<file path="config.mk">
export PLATFORM = sky130hd
export DESIGN_NAME = wildcard_glob_match
export DESIGN_NICKNAME = d
export VERILOG_FILES = /design/src/rtl/core/wgm_pkg.sv /design/src/rtl/core/wgm_cell.sv /design/src/rtl/core/wildcard_glob_match.sv
export SDC_FILE = /design/constraint.sdc
export NUM_CORES = 1
export LEC_CHECK = 0
export ABC_AREA = 1
export BUFFER_PORTS_ARGS = -buffer_cell sky130_fd_sc_hd__buf_4
export CORE_ASPECT_RATIO = 1.2
export CORE_MARGIN = 4
export CORE_UTILIZATION = 54
export CTS_CLUSTER_SIZE = 20
export DETAILED_ROUTE_END_ITERATION = 6
export PLACE_DENSITY = 0.66
export SLEW_MARGIN = 20
export SYNTH_ARGS = -nofsm -noshare
export SYNTH_HDL_FRONTEND = slang
export SYNTH_SLANG_ARGS = --single-unit
</file>
<file path="constraint.sdc">
create_clock -name clk -period 13.9 [get_ports clk]
set_input_delay 1.39 -clock clk [delete_from_list [all_inputs] [get_ports clk]]
set_output_delay 1.39 -clock clk [all_outputs]
set_load 0.1 [all_outputs]
</file>
<file path="src/rtl/core/wgm_pkg.sv">
// wgm_pkg: shared types, constants and helpers for the wildcard glob matcher
`default_nettype none

package wgm_pkg;

  localparam int MAX_PATTERN_DEF = 32;

  localparam logic [7:0] CHAR_STAR = 8'h2A;
  localparam logic [7:0] CHAR_ONE  = 8'h3F;

  typedef enum logic [1:0] {
    CMD_CLEAR   = 2'd0,
    CMD_APPEND  = 2'd1,
    CMD_SUBJECT = 2'd2,
    CMD_EMPTY   = 2'd3
  } cmd_t;

  // signals passed from one cell to the next
  typedef struct packed {
    logic adv;
    logic clo;
    logic st;
  } cell_link_t;

  // per-beat control broadcast to every cell
  typedef struct packed {
    logic fresh;
    logic step;
    logic load;
  } cell_ctl_t;

  function automatic logic [7:0] fold_case(input logic [7:0] c);
    logic [7:0] r;
    r = c;
    if (c inside {[8'h41:8'h5A]}) begin
      r = c + 8'h20;
    end
    return r;
  endfunction

endpackage

`default_nettype wire

</file>
<file path="src/rtl/core/wgm_cell.sv">
// wgm_cell: one pattern position of the bit-parallel matcher chain
`default_nettype none

module wgm_cell
  import wgm_pkg::*;
#(
  parameter int MAX_PATTERN = MAX_PATTERN_DEF,
  parameter int IDX = 0,
  localparam int LW = $clog2(MAX_PATTERN + 1)
) (
  input  wire logic       clk,
  input  wire cell_ctl_t  ctl,
  input  wire logic [LW-1:0] len,
  input  wire logic [7:0] ch,
  input  wire cell_link_t link_in,
  output cell_link_t      link_out,
  output logic            nxt
);

  logic [7:0] pch;
  logic       star;
  logic       one;
  logic       st;
  logic       act;

  logic used;
  logic hit_here;
  logic eq;

  always_comb begin
    used     = len > LW'(IDX);
    hit_here = (ctl.fresh ? link_in.st : act) & used;
    eq       = one | (pch == fold_case(ch));
    nxt      = (hit_here & star) | link_in.adv | link_in.clo;
    link_out.adv = hit_here & ~star & eq;
    link_out.clo = nxt & used & star;
    link_out.st  = used & st;
  end

  always_ff @(posedge clk) begin
    if (ctl.load && len == LW'(IDX)) begin
      pch  <= fold_case(ch);
      star <= (ch == CHAR_STAR);
      one  <= (ch == CHAR_ONE);
      st   <= link_in.st & (ch == CHAR_STAR);
    end
    if (ctl.step) begin
      act <= nxt;
    end
  end

endmodule

`default_nettype wire

</file>
<file path="src/rtl/core/wildcard_glob_match.sv">
// wildcard_glob_match: case-insensitive glob matcher over a streamed subject
//
// input beats carry a command in s_axis_tuser: clear pattern, append a pattern
// byte (s_axis_tdata), a subject byte (s_axis_tdata, s_axis_tlast on the final
// one) or an empty subject. a final subject byte or an empty subject yields one
// output beat with the match flag and the pattern overflow flag.
// every pattern position is a cell in a row; each subject byte steps all cells
// at once, with star closure rippling along the row in the same cycle.
// throughput is one input beat per cycle for every command while no result stalls;
// a final subject byte's result reaches the master side in the cycle after acceptance.
// the output register frees while the receiver takes the beat, so a new input
// beat is taken in the same cycle; while the receiver stalls with a result
// pending, s_axis_tready stays low.
// reset empties the pattern, clears the overflow flag and drops any pending
// result; no clearing pass is needed.
`default_nettype none

module wildcard_glob_match
  import wgm_pkg::*;
#(
  parameter int MAX_PATTERN = MAX_PATTERN_DEF
) (
  input  wire logic       clk,
  input  wire logic       rst,
  input  wire logic       s_axis_tvalid,
  output logic            s_axis_tready,
  input  wire logic [7:0] s_axis_tdata,   // [7:0] ch
  input  wire logic [1:0] s_axis_tuser,   // [1:0] cmd
  input  wire logic       s_axis_tlast,   // last
  output logic            m_axis_tvalid,
  input  wire logic       m_axis_tready,
  output logic [7:0]      m_axis_tdata    // [0] match, [1] pattern_overflow, [7:2] zero
);

  localparam int LW = $clog2(MAX_PATTERN + 1);

  logic [LW-1:0] len;
  logic          ovf;
  logic          fresh;
  logic          match;

  logic       fire;
  cmd_t       cmd;
  logic       full;
  cell_ctl_t  ctl;
  cell_link_t link [0:MAX_PATTERN];
  logic [MAX_PATTERN:0] nxt_vec;
  logic       hit;

  assign s_axis_tready = ~m_axis_tvalid | m_axis_tready;
  assign fire = s_axis_tvalid & s_axis_tready;
  assign cmd  = cmd_t'(s_axis_tuser);
  assign full = (len == LW'(MAX_PATTERN));

  always_comb begin
    ctl.fresh = fresh;
    ctl.step  = fire && cmd == CMD_SUBJECT;
    ctl.load  = fire && cmd == CMD_APPEND && !full;
  end

  assign link[0] = '{adv: 1'b0, clo: 1'b0, st: 1'b1};

  for (genvar i = 0; i < MAX_PATTERN; i++) begin : g_cell
    wgm_cell #(
      .MAX_PATTERN(MAX_PATTERN),
      .IDX        (i)
    ) u_cell (
      .clk     (clk),
      .ctl     (ctl),
      .len     (len),
      .ch      (s_axis_tdata),
      .link_in (link[i]),
      .link_out(link[i+1]),
      .nxt     (nxt_vec[i])
    );
  end

  assign nxt_vec[MAX_PATTERN] = link[MAX_PATTERN].adv | link[MAX_PATTERN].clo;
  assign hit = (len != '0) & nxt_vec[len];

  assign m_axis_tdata = {6'b0, ovf, match};

  always_ff @(posedge clk) begin
    if (rst) begin
      len           <= '0;
      ovf           <= 1'b0;
      fresh         <= 1'b1;
      m_axis_tvalid <= 1'b0;
    end else begin
      if (m_axis_tready) begin
        m_axis_tvalid <= 1'b0;
      end
      if (fire) begin
        case (cmd)
          CMD_CLEAR: begin
            len   <= '0;
            ovf   <= 1'b0;
            fresh <= 1'b1;
          end
          CMD_APPEND: begin
            if (full) begin
              ovf <= 1'b1;
            end else begin
              len <= len + 1'b1;
            end
            fresh <= 1'b1;
          end
          CMD_SUBJECT: begin
            fresh <= s_axis_tlast;
            if (s_axis_tlast) begin
              m_axis_tvalid <= 1'b1;
              match         <= hit;
            end
          end
          CMD_EMPTY: begin
            fresh         <= 1'b1;
            m_axis_tvalid <= 1'b1;
            match         <= 1'b0;
          end
          default: begin
            fresh <= 1'b1;
          end
        endcase
      end
    end
  end

endmodule

`default_nettype wire

</file>
==> impl_metrics.py <==
metrics = {
    "run_status": {
        "outcome": "finished clean",
    },
    "setup_path": {
        "crit_path_frequent_cell": "nand2_4",
        "crit_path_end_kind": "register",
        "crit_arrival_ps": 8420,
        "required_ps": 14170,
        "reg2reg_slack_ps": 7130,
        "cpPeakStageDelay_ps": 470,
        "cp_slowest_cell": "buf_4",
        "startpoint_type": "input port",
        "crit_fanout": 36,
        "crit_type": "input port to register",
    },
    "grt": {
        "grt_max_degree": 56,
        "first_global_vias": 11690,
        "grt_pass1_wl_mm": 66.10,
        "antenna_found_initial": 0,
        "grt_overflow": 0,
        "globalRouteTotalUtil_pct": 23.24,
    },
    "layout": {
        "syn2layout_area_growth_pct": 10.51,
        "diodes": 0,
        "fin_nets": 1585,
        "fin_util_pct": 60.54,
        "stdcell_count": 2041,
        "drive_gt1_share_pct": 14.20,
    },
    "power": {
        "total_power_uw": 2482,
        "switching_share_pct": 21.49,
        "pwr-share-clk_pct": 42.0,
        "peakVddDrop_uv": 96.32,
        "powerDensity_nw_per_um2": 123.3,
        "total_leakage_power_uw": 0.007422,
        "p_sw_uw": 533.5,
        "p_int_uw": 1949,
        "seq_power_share_pct": 52.4,
        "p_comb_share_pct": 5.5,
    },
    "sta": {
        "finClkSkew_ps": 17.38,
        "slew_violations": 0,
        "hold_viol": 0,
        "fmax_mhz": 122.7,
        "rsz0062_at_grt": "false",
        "fin_tns_setup_ps": 0,
        "period_needed_ps": 8147,
        "holdWs_ps": 499.7,
        "worstMarginPinSlew_ps": 1124,
        "setup_viol": 0,
        "post-route-period-util_pct": 58.61,
        "max_slew_margin_pct": 24.82,
    },
    "hold_path": {
        "hp-class": "register to register",
    },
    "yosys": {
        "netlist_instances": 1535,
        "synth_ff_type": "edfxtp_1",
        "synthTopCellsByArea": "edfxtp_1, xor2_1, nor2_1",
        "netlist_area_sq_um": 18210,
        "ys_warn_count": 0,
        "synth_top_area_cell": "edfxtp_1",
        "ys_ff_latch": 392,
        "ys_types": 56,
        "netlist.area_leader.share_pct": 63.14,
        "ys_seq_area_share_pct": 64.13,
        "avgSynthCellArea_sq_um": 11.87,
        "synth-edff-count": 383,
        "async_flop_share_pct": 0,
    },
    "clock_network": {
        "cts_num_sinks": 392,
        "cts_hold_buf": 0,
        "cts_resized": 0,
        "ctsHtreeMaxLevel": 2,
        "post_cts_buffers": 0,
        "clk_path_buf_depth": 3,
        "clk_pin_slew_ps": 60,
        "insertion_delay_ps": 540,
        "cts_buffers": 40,
        "cts_tree": "done",
        "cts-root-buf": "clkbuf_16",
    },
    "drt": {
        "initialDrtViolationCount": 819,
        "ant_nets": 0,
        "vias": 11670,
        "wl_mm": 42.29,
        "wl_per_cell_um": 20.72,
        "first_pass_iters": 5,
        "drc_errors": 0,
        "drt-vias-per-instance": 5.719,
    },
    "flow_run": {
        "cap_violations": 0,
    },
    "floorplan": {
        "die-area_sq_um": 36740,
        "die_w_um": 175.7,
        "start_util_pct": 54.78,
        "dieHeight_um": 209.2,
        "core_area_sq_um": 33250,
        "io_pins": 25,
        "num_rows": 73,
    },
    "placement": {
        "hpwl_mm": 27.91,
        "port_buffers": 18,
        "gp_congestion": 0.9292,
        "post-place-cells": 1973,
    },
}
## cells by family after synthesis
family                   Yosys count  synth area share, %
buffers and inverters            195                4.472
AO/OA/AOI/OAI                    253                9.391
other                              1              0.02059
AND/OR/NAND/NOR                  548                14.86
XOR/XNOR                         141                6.780
flip-flops                       392                64.13
adder cells (fa/ha/maj)            5               0.3435
## path summary, 6_finish.rpt
kind         cells after the start     to       startpoint
max                             82  match  s_axis_tdata[0]
min                              2    ovf              ovf
min reg2reg                      2    ovf              ovf
max reg2reg                     73  match           len[0]
## cell usage after synthesis (9+ instances only)
library cell  number
nand2_1          179
clkbuf_1          27
xnor2_1           46
inv_1            123
o21ai_0           31
a31oi_1            9
nor3_1            19
nand3_1           22
o22ai_1           23
xor2_1            95
a221oi_1          16
buf_1             16
a31o_2            10
or2_2             18
nor4_1            20
nand2_2           24
buf_4             11
o211ai_1          28
dfxtp_1            9
a21oi_1           66
edfxtp_1         383
nand2_4           46
nor2_1           194
nand4_1           10
## worst max-delay path, delay by kind of cell
family	cells	cell delay, ps
simple gates	77	5410
compound gates	1	50
buf+inv	4	1500
## per-stage QoR
stage          worst slack, ps  area (sq um)
6_report                  5753         20130
5_1_grt                   5160         20130
4_1_cts                   5700         20120
3_5_place_dp              5143         18870
3_3_place_gp              5374         18870
2_1_floorplan             7450         18230
## final cells by class
type / count / area [sq um]
clock buffers: 49 / 1066
inverters: 130 / 490.5
well taps: 450 / 563.0
clock inverters: 19 / 186.4
fillers: 2678 / 13120
multi-input cells: 953 / 5779
repair buffers: 48 / 360.3
flip-flops and latches: 392 / 11680
## state kept, by name, summed over array words and instances, names as in the netlist
name,cells
g_cell.u_cell.pch,256
g_cell.u_cell.st,30
m_axis_tvalid,1
fresh,1
g_cell.u_cell.star,32
g_cell.u_cell.act,32
len,6
g_cell.u_cell.one,32
match,1
ovf,1
## power groups by stage
stage	logic, uW	clock network, uW	registers, uW
2_1_floorplan	90.9	0	1330
3_3_place_gp	136	0	1330
3_5_place_dp	138	0	1330
4_1_cts	139	1070	1300
5_1_grt	150	1110	1300
6_report	138	1040	1300
## per-layer routing
metal / up-vias / share of wire (%) / track usage [%]
li1: 5484 / - / -
met3: 96 / 5.8 / 4.017
met1: 5751 / 40 / 30.15
met5: - / 0 / 0
met4: 0 / 3.8 / 9.252
met2: 342 / 50 / 39.13
## cells in the final DEF, fill, tap and decap left out, types with 10 or more instances in the layout
cell	instances
nor4_1	17
o211ai_1	28
buf_4	48
a221oi_1	16
nand4_1	10
nand2_2	24
xnor2_1	46
nor3_1	19
nand2_1	179
nand2_4	46
o22ai_1	23
o21ai_0	31
clkinv_1	13
inv_1	123
nand3_1	22
a21oi_1	66
clkbuf_16	41
nor2_1	190
edfxtp_1	383
a31o_2	10
xor2_1	95
or2_2	18
(Power assumes the default switching activity.)
